==> src/hw/rtl/mf3_pkg.sv <==
`default_nettype none

package mf3_pkg;

  localparam int PIX_W      = 8;
  localparam int IN_ROW_W   = 13;
  localparam int WIDTH_W    = 11;
  localparam int HEIGHT_W   = 13;
  localparam int CFG_DATA_W = 13;
  localparam int CFG_ADDR_W = 1;
  localparam int MIN_DIM    = 3;
  localparam int WIDTH_RST  = 416;
  localparam int HEIGHT_RST = 240;

  localparam logic [CFG_ADDR_W-1:0] REG_IMAGE_WIDTH  = 1'b0;
  localparam logic [CFG_ADDR_W-1:0] REG_IMAGE_HEIGHT = 1'b1;

  typedef logic [PIX_W-1:0] pix_t;

  // one line buffer word: the row above and the current row at one column
  typedef struct packed {
    pix_t upper;
    pix_t middle;
  } line_pair_t;

  // one window column, sorted, plus the raw value of its middle row
  typedef struct packed {
    pix_t lo;
    pix_t md;
    pix_t hi;
    pix_t ctr;
  } col_t;

  // vld: the item yields a result; border: pass the center through
  typedef struct packed {
    logic vld;
    logic border;
    logic last;
  } pix_ctl_t;

  function automatic pix_t min2(input pix_t a, input pix_t b);
    return (a < b) ? a : b;
  endfunction

  function automatic pix_t max2(input pix_t a, input pix_t b);
    return (a < b) ? b : a;
  endfunction

  function automatic pix_t min3(input pix_t a, input pix_t b, input pix_t c);
    return min2(min2(a, b), c);
  endfunction

  function automatic pix_t max3(input pix_t a, input pix_t b, input pix_t c);
    return max2(max2(a, b), c);
  endfunction

  function automatic pix_t med3(input pix_t a, input pix_t b, input pix_t c);
    return max2(min2(a, b), min2(max2(a, b), c));
  endfunction

  function automatic col_t sort_col(input pix_t top, input pix_t mid, input pix_t bot);
    col_t c;
    c.lo  = min3(top, mid, bot);
    c.md  = med3(top, mid, bot);
    c.hi  = max3(top, mid, bot);
    c.ctr = mid;
    return c;
  endfunction

endpackage

`default_nettype wire

==> src/hw/rtl/mf3_col_cell.sv <==
`default_nettype none

module mf3_col_cell (
  input  wire logic          clk,
  input  wire logic          rst_n,
  input  wire logic          shift_en,
  input  wire mf3_pkg::col_t col_i,
  output mf3_pkg::col_t      col_o
);

  mf3_pkg::col_t col_r;

  always_ff @(posedge clk) begin
    if (!rst_n) begin
      col_r <= '0;
    end else if (shift_en) begin
      col_r <= col_i;
    end
  end

  assign col_o = col_r;

endmodule

`default_nettype wire

==> config.mk <==
export PLATFORM = sky130hd
export DESIGN_NAME = mf3_col_cell
export DESIGN_NICKNAME = d
export VERILOG_FILES = /design/src/hw/rtl/mf3_pkg.sv /design/src/hw/rtl/mf3_col_cell.sv
export SDC_FILE = /design/constraint.sdc
export NUM_CORES = 1
export LEC_CHECK = 0
export ABC_CLOCK_PERIOD_IN_PS = 800
export BUFFER_PORTS_ARGS = -buffer_cell sky130_fd_sc_hd__buf_2
export CAP_MARGIN = 40
export CORE_MARGIN = 2
export CORE_UTILIZATION = 39
export DETAILED_ROUTE_END_ITERATION = 16
export GPL_ROUTABILITY_DRIVEN = 0
export MAX_ROUTING_LAYER = met4
export PLACE_DENSITY = 0.73
export SLEW_MARGIN = 20
export SYNTH_ARGS = -nofsm -noshare
export SYNTH_HDL_FRONTEND = slang
export SYNTH_SLANG_ARGS = --single-unit
==> constraint.sdc <==
create_clock -name clk -period 0.8 [get_ports clk]
set_input_delay 0.16 -clock clk [delete_from_list [all_inputs] [get_ports clk]]
set_output_delay 0.16 -clock clk [all_outputs]
set_load 0.05 [all_outputs]
Word level (Yosys, flattened, before mapping)
Cells that the tools add are included.

operators by class
  add/sub/neg operators = 0
  $mul = 0
  div/mod/pow operators = 0
  magnitude comparators = 0
  equality and inequality tests = 0
  shifts and indexed selects = 0
  mux-type cells = 0
  bitwise operators = 0
  reduce and logical (&&, ||, !) cells = 0

storage, ports and cells
  flip-flop bits (word level) = 32
  latch bits = 0
  RAM bits = 0
  ROM bits = 0
  input port bits = 35
  output and inout bits = 32
  word-level logic and storage cells = 4
  memories kept = 0

Longest topological paths before layout
  word-level depth = 0
  mapped depth = 4
  gate-level depth less buffers = 2

Least setup slack after synthesis
Ideal clock, no wire load.

  path kind = register -> register
  start = reg col_o[0] (netlist name)
  end = reg col_r (netlist bit col_o[0])
  setup time = 0.066 ns
  data arrival time = 0.838 ns
  data required time = 0.734 ns
  setup slack = -0.103 ns
  cell stages (with the launch flop) = 3
  path buffers = 0
  clock period less this slack = 0.903 ns
  cell sequence = dfxtp_1 mux2i_1 nor2b_1

RTL lines
  element               RTL line            source
  end signal, assigned  mf3_col_cell.sv:17  col_r <= col_i;
  end, declared         mf3_col_cell.sv:11  mf3_pkg::col_t col_r;

Worst setup path after layout
  start = reg col_r (netlist bit col_o[24])
  end = out col_o[24] in the netlist's numbering

RTL lines
  element        RTL line           source
  end, declared  mf3_col_cell.sv:8  output mf3_pkg::col_t col_o

No word-level cell between the ends.

==> results.json <==
{
  "drt_first_pass_iters": 4,
  "final-hold-violation-count": 0,
  "synth_area_mm2": 0.001244,
  "die_area_mm2": 0.003657,
  "grt_pass1_vias": 954,
  "p_leak_nw": 0.9398,
  "core_mm2": 0.003053,
  "nFillCells": 253,
  "die_x_um": 60.47,
  "relSlewSlack_pct": 70.68,
  "timing.setup.tns_ns": -5.532,
  "cts_tree": "done",
  "die_h_um": 60.47,
  "most-common-layout-cells": "34 x buf_2, 32 x mux2i_1, 32 x nor2b_1, 32 x dfxtp_2, 29 x buf_8",
  "hold_class": "input pin to register",
  "setup.worst_path.class": "register to primary output",
  "clock_latency_ns": 0.32,
  "grt_pass1_wl_um": 4050,
  "ys_seq_elements": 32,
  "cp_cell_sequence": "buf_8",
  "grt_max_degree": 33,
  "finalNetCount": 208,
  "critPathMaxFanout": 2,
  "postSynthCellCount": 103,
  "whs_ns": 0.09507,
  "peakVddDrop_v": 0.001132,
  "initial_core_util_pct": 40.74,
  "clockBufferDepth": 2,
  "antenna_found_initial": 0,
  "synth.area.top_cells": "dfxtp_1 52%, mux2i_1 26%, nor2b_1 16%",
  "drt_iter0_drc": 11,
  "clkSlewWorstSetupHoldPaths_ns": 0.09,
  "via_count": 947,
  "rsz0062_at_grt": "yes",
  "cp.required_ns": 0.64,
  "cts_root_buffer": "clkbuf_4",
  "clock_skew_ns": 0,
  "fin_crit_ns": 0.9865,
  "layout-drive-gt1-share_pct": 62.07,
  "drc": 0,
  "crit_path_start_kind": "register",
  "syn_to_final_growth_pct": 60.56,
  "gr-total-overflow": 0,
  "synth_fp_nets": 138,
  "max_cap_violations": 0,
  "routedWlPerCell_um": 12.02,
  "final_common_cell": "buf_2",
  "largest_reg_flops": 32,
  "setup_viol": 32,
  "cts_sinks": 32,
  "fmax_ghz": 1.014,
  "cp_slowest_cell": "dfxtp_2",
  "synth_seq_area_share_pct": 51.51,
  "wl_um": 2621,
  "grt_usage_pct": 15.96,
  "hpwl_um": 1764,
  "synth_top_area_cell": "dfxtp_1",
  "viasPerCell": 4.344,
  "htree_levels": 2,
  "powerDensity_mw_per_mm2": 1825,
  "yosys_warnings": 0,
  "violations": "setup timing",
  "numPortBuffers": 66,
  "timing.final.max_slew_violations": 0,
  "synth_cell_types": 6,
  "cts_buffers": 5,
  "antenna_left": 0,
  "tightest_slew_ns": 0.4397,
  "cp.arrival_ns": 0.83,
  "diodes": 0,
  "outcome": "finished, violations left",
  "ios": 67,
  "std_cell_rows": 20,
  "synth_top_area_share_pct": 51.51,
  "crit_buf_inv": 1,
  "worst_slack_ns": -0.1865,
  "critPathCaptureType": "primary output",
  "crit_family": "flip-flops",
  "synth.avg_cell_area_um2": 12.07,
  "cp_slowest_stage_delay_ns": 0.36,
  "fin_crit_sh_pct": 123.3
}
synth_stat cells:
master	instances
nor2b_1	32
mux2i_1	32
clkbuf_1	3
dfxtp_1	32
buf_12	3
buf_6	1
cells by family (layout without fill, tap and decap cells):
group	Yosys count	in the layout	synth area share [%]
buffers and inverters	7	78	6.640
AND/OR/NAND/NOR	32	32	16.10
multiplexers	32	32	25.75
flip-flops	32	32	51.51
through the flow:
step	instance area (µm²)	cells	utilization, %	power, mW	setup WS [ns]
2_1_floorplan	1284	103	-	2.361	0.04983
3_3_place_gp	1614	208	52.87	2.524	-0.06569
3_5_place_dp	1614	208	52.87	2.542	-0.1259
4_1_cts	1937	217	63.44	3.647	-0.1990
5_1_grt	1997	218	65.41	3.825	-0.2300
6_report	1997	218	65.41	3.644	-0.1865
where the power goes:
part / total [mW] / internal, mW / switching, mW
Sequential: 1.79 / 1.71 / 0.0834
Clock: 0.915 / 0.433 / 0.482
Combinational: 0.937 / 0.434 / 0.504
Total: 3.64 / 2.58 / 1.07
what timing repair did:
| action | in CTS | in global routing |
|---|---|---|
| endpoints found under the setup margin | 32 | 32 |
| gates resized for setup | 79 | 14 |
| hold buffers | 0 | 0 |
| buffers inserted | 1 | 1 |
worst paths after layout:
| path | from | end | slack (ns) | cells past startpoint |
|---|---|---|---|---|
| setup / recovery | col_o[24]$_SDFFE_PN0P_ | col_o[24] | -0.19 | 1 |
| hold / removal | col_i[17] | col_o[17]$_SDFFE_PN0P_ | 0.1 | 3 |
| setup reg to reg | col_o[24]$_SDFFE_PN0P_ | col_o[24]$_SDFFE_PN0P_ | 0.04 | 3 |
| hold reg to reg | col_o[17]$_SDFFE_PN0P_ | col_o[17]$_SDFFE_PN0P_ | 0.53 | 2 |
cell type report:
| type | count | area (µm²) | share of cell area [%] |
|---|---|---|---|
| Clock buffer | 8 | 58.81 | 2.945 |
| Multi-Input combinational cell | 64 | 520.5 | 26.07 |
| Sequential cell | 32 | 680.7 | 34.09 |
| Tap cell | 44 | 55.05 | 2.757 |
| Timing Repair Buffer | 70 | 681.9 | 34.15 |
routing by layer:
metal | vias up | global-route usage (%) | share of wire [%]
li1 | 478 | - | -
met1 | 419 | 16.75 | 39
met2 | 46 | 26.55 | 51
met3 | 4 | 5.970 | 8.2
met4 | 0 | 7.453 | 1.3
met5 | - | - | 0
(Power assumes the default switching activity.)
