==> config.mk <==
export PLATFORM = sky130hd
export DESIGN_NAME = mf3_median
export DESIGN_NICKNAME = d
export VERILOG_FILES = /design/src/hw/rtl/mf3_pkg.sv /design/src/hw/rtl/mf3_median.sv
export SDC_FILE = /design/constraint.sdc
export NUM_CORES = 1
export LEC_CHECK = 0
export BUFFER_PORTS_ARGS = -buffer_cell sky130_fd_sc_hd__buf_2
export CAP_MARGIN = 10
export CORE_MARGIN = 2
export CORE_UTILIZATION = 60
export CTS_BUF_LIST = sky130_fd_sc_hd__clkbuf_8
export CTS_CLUSTER_SIZE = 10
export DETAILED_ROUTE_END_ITERATION = 10
export GPL_TIMING_DRIVEN = 0
export PLACE_DENSITY = 0.95
export REMOVE_ABC_BUFFERS = 1
export SYNTH_ARGS = -nofsm -noshare
export SYNTH_HDL_FRONTEND = slang
export SYNTH_SLANG_ARGS = --single-unit
==> constraint.sdc <==
create_clock -name clk -period 10.2 [get_ports clk]
set_input_delay 1.02 -clock clk [delete_from_list [all_inputs] [get_ports clk]]
set_output_delay 1.02 -clock clk [all_outputs]
set_load 0.01 [all_outputs]
==> src/hw/rtl/mf3_pkg.sv <==
`default_nettype none

package mf3_pkg;

  localparam int PIX_W      = 8;
  localparam int IN_ROW_W   = 13;
  localparam int WIDTH_W    = 11;
  localparam int HEIGHT_W   = 13;
  localparam int CFG_DATA_W = 13;
  localparam int CFG_ADDR_W = 1;
  localparam int MIN_DIM    = 3;
  localparam int WIDTH_RST  = 416;
  localparam int HEIGHT_RST = 240;

  localparam logic [CFG_ADDR_W-1:0] REG_IMAGE_WIDTH  = 1'b0;
  localparam logic [CFG_ADDR_W-1:0] REG_IMAGE_HEIGHT = 1'b1;

  typedef logic [PIX_W-1:0] pix_t;

  // one line buffer word: the row above and the current row at one column
  typedef struct packed {
    pix_t upper;
    pix_t middle;
  } line_pair_t;

  // one window column, sorted, plus the raw value of its middle row
  typedef struct packed {
    pix_t lo;
    pix_t md;
    pix_t hi;
    pix_t ctr;
  } col_t;

  // vld: the item yields a result; border: pass the center through
  typedef struct packed {
    logic vld;
    logic border;
    logic last;
  } pix_ctl_t;

  function automatic pix_t min2(input pix_t a, input pix_t b);
    return (a < b) ? a : b;
  endfunction

  function automatic pix_t max2(input pix_t a, input pix_t b);
    return (a < b) ? b : a;
  endfunction

  function automatic pix_t min3(input pix_t a, input pix_t b, input pix_t c);
    return min2(min2(a, b), c);
  endfunction

  function automatic pix_t max3(input pix_t a, input pix_t b, input pix_t c);
    return max2(max2(a, b), c);
  endfunction

  function automatic pix_t med3(input pix_t a, input pix_t b, input pix_t c);
    return max2(min2(a, b), min2(max2(a, b), c));
  endfunction

  function automatic col_t sort_col(input pix_t top, input pix_t mid, input pix_t bot);
    col_t c;
    c.lo  = min3(top, mid, bot);
    c.md  = med3(top, mid, bot);
    c.hi  = max3(top, mid, bot);
    c.ctr = mid;
    return c;
  endfunction

endpackage

`default_nettype wire

==> src/hw/rtl/mf3_median.sv <==
`default_nettype none

// Median of nine from three sorted columns:
// med3(max of lows, med of mids, min of highs); border items pass the center through.
module mf3_median (
  input  wire logic              clk,
  input  wire logic              rst_n,
  input  wire logic              en,
  input  wire mf3_pkg::pix_ctl_t ctl_i,
  input  wire mf3_pkg::col_t     col_new_i,
  input  wire mf3_pkg::col_t     col_mid_i,
  input  wire mf3_pkg::col_t     col_old_i,
  output mf3_pkg::pix_ctl_t      ctl_o,
  output mf3_pkg::pix_t          px_o
);

  mf3_pkg::pix_ctl_t a_ctl_r;
  mf3_pkg::pix_t     a_lo_r;
  mf3_pkg::pix_t     a_md_r;
  mf3_pkg::pix_t     a_hi_r;
  mf3_pkg::pix_t     a_ctr_r;
  mf3_pkg::pix_ctl_t b_ctl_r;
  mf3_pkg::pix_t     b_px_r;

  always_ff @(posedge clk) begin
    if (!rst_n) begin
      a_ctl_r <= '0;
      b_ctl_r <= '0;
    end else if (en) begin
      a_ctl_r <= ctl_i;
      b_ctl_r <= a_ctl_r;
    end
  end

  always_ff @(posedge clk) begin
    if (en) begin
      a_lo_r  <= mf3_pkg::max3(col_new_i.lo, col_mid_i.lo, col_old_i.lo);
      a_md_r  <= mf3_pkg::med3(col_new_i.md, col_mid_i.md, col_old_i.md);
      a_hi_r  <= mf3_pkg::min3(col_new_i.hi, col_mid_i.hi, col_old_i.hi);
      a_ctr_r <= col_mid_i.ctr;
      b_px_r  <= a_ctl_r.border ? a_ctr_r : mf3_pkg::med3(a_lo_r, a_md_r, a_hi_r);
    end
  end

  assign ctl_o = b_ctl_r;
  assign px_o  = b_px_r;

endmodule

`default_nettype wire

---- Word-level counts from Yosys, hierarchy flattened ----
Cells that the tools add are included.
operators by class
  magnitude comparators ................... 10
  multiplexer cells ....................... 13
operators with widths
  operator                    count
  8-bit 2-to-1 mux            13
  8-bit less-than comparator  10
word-level totals
  bits in registers ....................... 46
  bits of input ports ..................... 102
  output and inout port bits .............. 11
  logic and storage cells ................. 34

---- Longest topological paths before layout ----
  depth in word-level cells ............... 7
  gate-level depth with buffers ........... 26
  depth with buffers taken out ............ 23

---- Worst setup path before layout ----
OpenSTA, ideal clock, no wires.
  path type ............................... in2reg
  from .................................... in col_mid_i[17] (netlist bit)
  to ...................................... reg a_md_r[1] (data pin)
  arrival ................................. 5.940 ns
  required time ........................... 9.942 ns
  path slack .............................. 4.002 ns
  stages .................................. 24
  path buffers ............................ 2
  cells stage by stage .................... inv_1 -> ha_1 -> a2111o_1 -> a21oi_4 -> clkbuf_1 -> mux2_2 -> ha_1 -> a211o_1 -> a21oi_1 -> nand2_1 -> o21ai_1 -> a41oi_2 -> clkbuf_1 -> nand2_1 -> o21ai_1 -> ha_1 -> a21o_1 -> a21o_1 -> a21oi_1 -> nand2_1 -> o31ai_4 -> nor2b_1 -> a21oi_2 -> o221a_1
between the ends
  word-level cells in the longest chain between the ends .. 6
  elaborated cells on any way between the ends .. 7
  classes of those cells .................. 3 x order compare; 4 x mux
ends and longest elaborated chain
  what                        RTL line                      RTL
  start: declaration          mf3_median.sv:11              input wire mf3_pkg::col_t col_mid_i,
  8-bit less-than comparator  mf3_pkg.sv:42, mf3_pkg.sv:46
  8-bit 2-to-1 mux            mf3_pkg.sv:46                 return (a < b) ? b : a;
  8-bit less-than comparator  mf3_pkg.sv:42                 return (a < b) ? a : b;
  8-bit 2-to-1 mux            mf3_pkg.sv:42
  8-bit less-than comparator  mf3_pkg.sv:46
  8-bit 2-to-1 mux (*)        mf3_pkg.sv:46
  end signal: assignment      mf3_median.sv:38              a_md_r <= mf3_pkg::med3(col_new_i.md, col_mid_i.md, col_old_i.md);
  end: declaration            mf3_median.sv:19              mf3_pkg::pix_t a_md_r;
Mark *: on every way between the ends. The rest lies on a longest branch, timed or not.
A chain may end at the register's enable or synchronous reset.

---- Worst setup path after layout ----
  from .................................... in col_mid_i[17] (netlist bit)
  to ...................................... reg a_md_r[3] (data pin)
The elaborated chain is that of the path after synthesis.

==> flow_metrics.tcl <==
set metrics [dict create \
    outcome "finished, final reports clean" \
    ioPinCount 113 \
    ys_types 53 \
    fill_cells 519 \
    power.density_nw_per_um2 201 \
    die_area_um2 8320 \
    worst_pin_slew_ns 1.03 \
    num_antenna_cells 0 \
    crit_path_start_kind "input port" \
    worstSkewPairLatency_ns 0.30 \
    hold_slack_ns 0.523 \
    hold_viol 0 \
    core-area_um2 7290 \
    drive_above_1_share_pct 22.2 \
    postRouteWirelength_um 10300 \
    max_slew_margin_pct 31.7 \
    max_cap_viol_count 0 \
    critical_path.max_fanout 28 \
    gr-usage-all-layers_pct 25.2 \
    synth_seq_cells 46 \
    leakage_uw 0.00254 \
    final.min_clock_period_ns 6.62 \
    vdd_ir_drop_max_mv 0.113 \
    cts.sinks 46 \
    hp-class "reg2reg" \
    multi_input_area_um2 2940 \
    finalSetupViolCount 0 \
    p_int_uw 609 \
    p_switching_uw 441 \
    root_buffer "clkbuf_8" \
    p_total_uw 1050 \
    syn_avg_cell_area_um2 9.11 \
    cts_repair_resize_count 0 \
    netSwitchingFraction_pct 42.0 \
    dp_hpwl_um 8400 \
    synth_enable_flop_cells 40 \
    cts_setup_buffers 0 \
    yosys_warnings 0 \
    period_share_pct 64.9 \
    clock.fmax_mhz 151 \
    port_buffers 96 \
    vias 4081 \
    layout_commonest_cell "buf_2" \
    synth-main-ff-cell "edfxtp_1" \
    rows 31 \
    layout_common_cells "buf_2, inv_1, ha_1, nand2_1, edfxtp_1" \
    grt_first_pass_wirelength_um 17400 \
    drc 0 \
    endpoint_kind "flop" \
    clk_pin_slew_worst_paths_ns 0.08 \
    syn_inst 501 \
    combPwrFrac_pct 61.6 \
    ff_latch_area_um2 1320 \
    grt.overflow.total 0 \
    first_pass_iters 6 \
    fin_nets 765 \
    crit_type "in2reg" \
    rsz0062_at_grt "false" \
    h-tree-depth 2 \
    cts_buffer_depth 2 \
    grt_max_degree 47 \
    vias_per_cell 5.89 \
    synthToLayoutAreaGrowth_pct 14.3 \
    gp_congestion 0.952 \
    pwr-share-clk_pct 10.5 \
    tns_ns 0 \
    wl_per_cell_um 14.8 \
    grt_pass1_vias 4103 \
    die_w_um 91.2 \
    pwr-share-seq_pct 27.9 \
    cts_made_buffers 5 \
    detail-route-antenna-nets 0 \
    antenna_found_initial 0 \
    finalMaxSlewViolations 0 \
    async_flop_share_pct 0 \
    fin_skew_ns 0.00593 \
    synth_area_um2 4560 \
    cts_hold_buffers 0 \
    drtIter0Drc 224 \
    worst_ep_arrival_time_ns 6.66 \
    cts_tree "done" \
    yosysSeqAreaShare_pct 28.9 \
    worstPathRequired_ns 10.24 \
    die_y_um 91.2 \
    start_util_pct 62.6 \
]
[cells by family after synthesis]
logic type      count (synthesis)  share of synthesized area (%)
compound gates                141                           21.8
simple gates                  115                           12.0
buf+inv                        81                           6.66
fa+ha+maj                      70                           19.2
mux                            48                           11.4
flops                          46                           28.9
[stage by stage]
stage	cells	worst slack (ns)	instance area (µm²)	util [%]
after floorplan	490	4.05	4520	-
after global placement	685	3.45	5130	70.3
after detailed placement	685	3.28	5130	70.3
after CTS	693	3.59	5220	71.6
after global routing	693	3.19	5220	71.6
final	693	3.58	5220	71.6
[critical path, stage by stage]
cell	delay (ns)
buf_2	0.10
inv_1	0.05
ha_1	0.27
a2111o_1	0.40
a21oi_4	0.62
mux2_2	0.42
ha_1	0.29
a211o_1	0.29
a21oi_1	0.46
a41oi_2	0.52
nand2_1	0.18
o21ai_1	0.08
ha_1	0.33
a21o_1	0.17
a21o_1	0.17
a21oi_1	0.16
nand2_1	0.11
o31ai_4	0.33
nor2b_1	0.21
a21oi_2	0.14
o221a_1	0.32
[power groups by stage]
stage                     combinational (µW)  sequential [µW]  clock, µW
after floorplan                          472              300          0
after global placement                   596              295          0
after detailed placement                 632              297          0
after CTS                                638              293        111
after global routing                     724              297        120
final                                    646              293        110
[layout make-up]
cell class                 instances  share of cell area (%)
sequential                        46                    25.3
multi-input combinational        374                    56.3
tap                               99                    2.37
inverter                          70                    5.03
timing repair buffer              96                    9.21
clock buffer                       6                    1.58
clock inverter                     2                   0.168
[final timing paths]
kind / slack (ns) / to / start / cells past startpoint
worst min register to register: 0.52 / a_ctl_r[0] / a_ctl_r[0] / 2
worst max-delay path: 3.58 / a_md_r[3] / col_mid_i[17] / 21
worst max register to register: 4.22 / px_o[0] / a_lo_r[5] / 21
worst min-delay path: 0.52 / a_ctl_r[0] / a_ctl_r[0] / 2
[state kept, by name, indices dropped and copies added, names as in the netlist]
signal,cells
px_o,8
a_ctl_r,3
a_ctr_r,8
a_md_r,8
a_lo_r,8
a_hi_r,8
ctl_o,3
[per-layer routing]
metal / GRT usage (%) / wire [µm]
met3: 3.98 / 451
met5: 0 / 0
met4: 10.9 / 314
met2: 45.7 / 5240
met1: 29.3 / 4260
[cells in the mapped netlist (7+ instances only)]
library cell | number | area, µm²
a221oi_1 | 8 | 70.1
o221a_1 | 7 | 78.8
ha_1 | 70 | 876
nand2_1 | 51 | 191
edfxtp_1 | 40 | 1200
clkbuf_1 | 9 | 33.8
mux2i_1 | 25 | 250
nor2_1 | 19 | 71.3
nor2b_1 | 19 | 119
a21oi_1 | 29 | 145
o21ai_1 | 15 | 75.1
inv_1 | 70 | 263
mux2_2 | 19 | 214
a21o_1 | 8 | 60.1
o21ai_0 | 30 | 150
(Power assumes the default switching activity.)
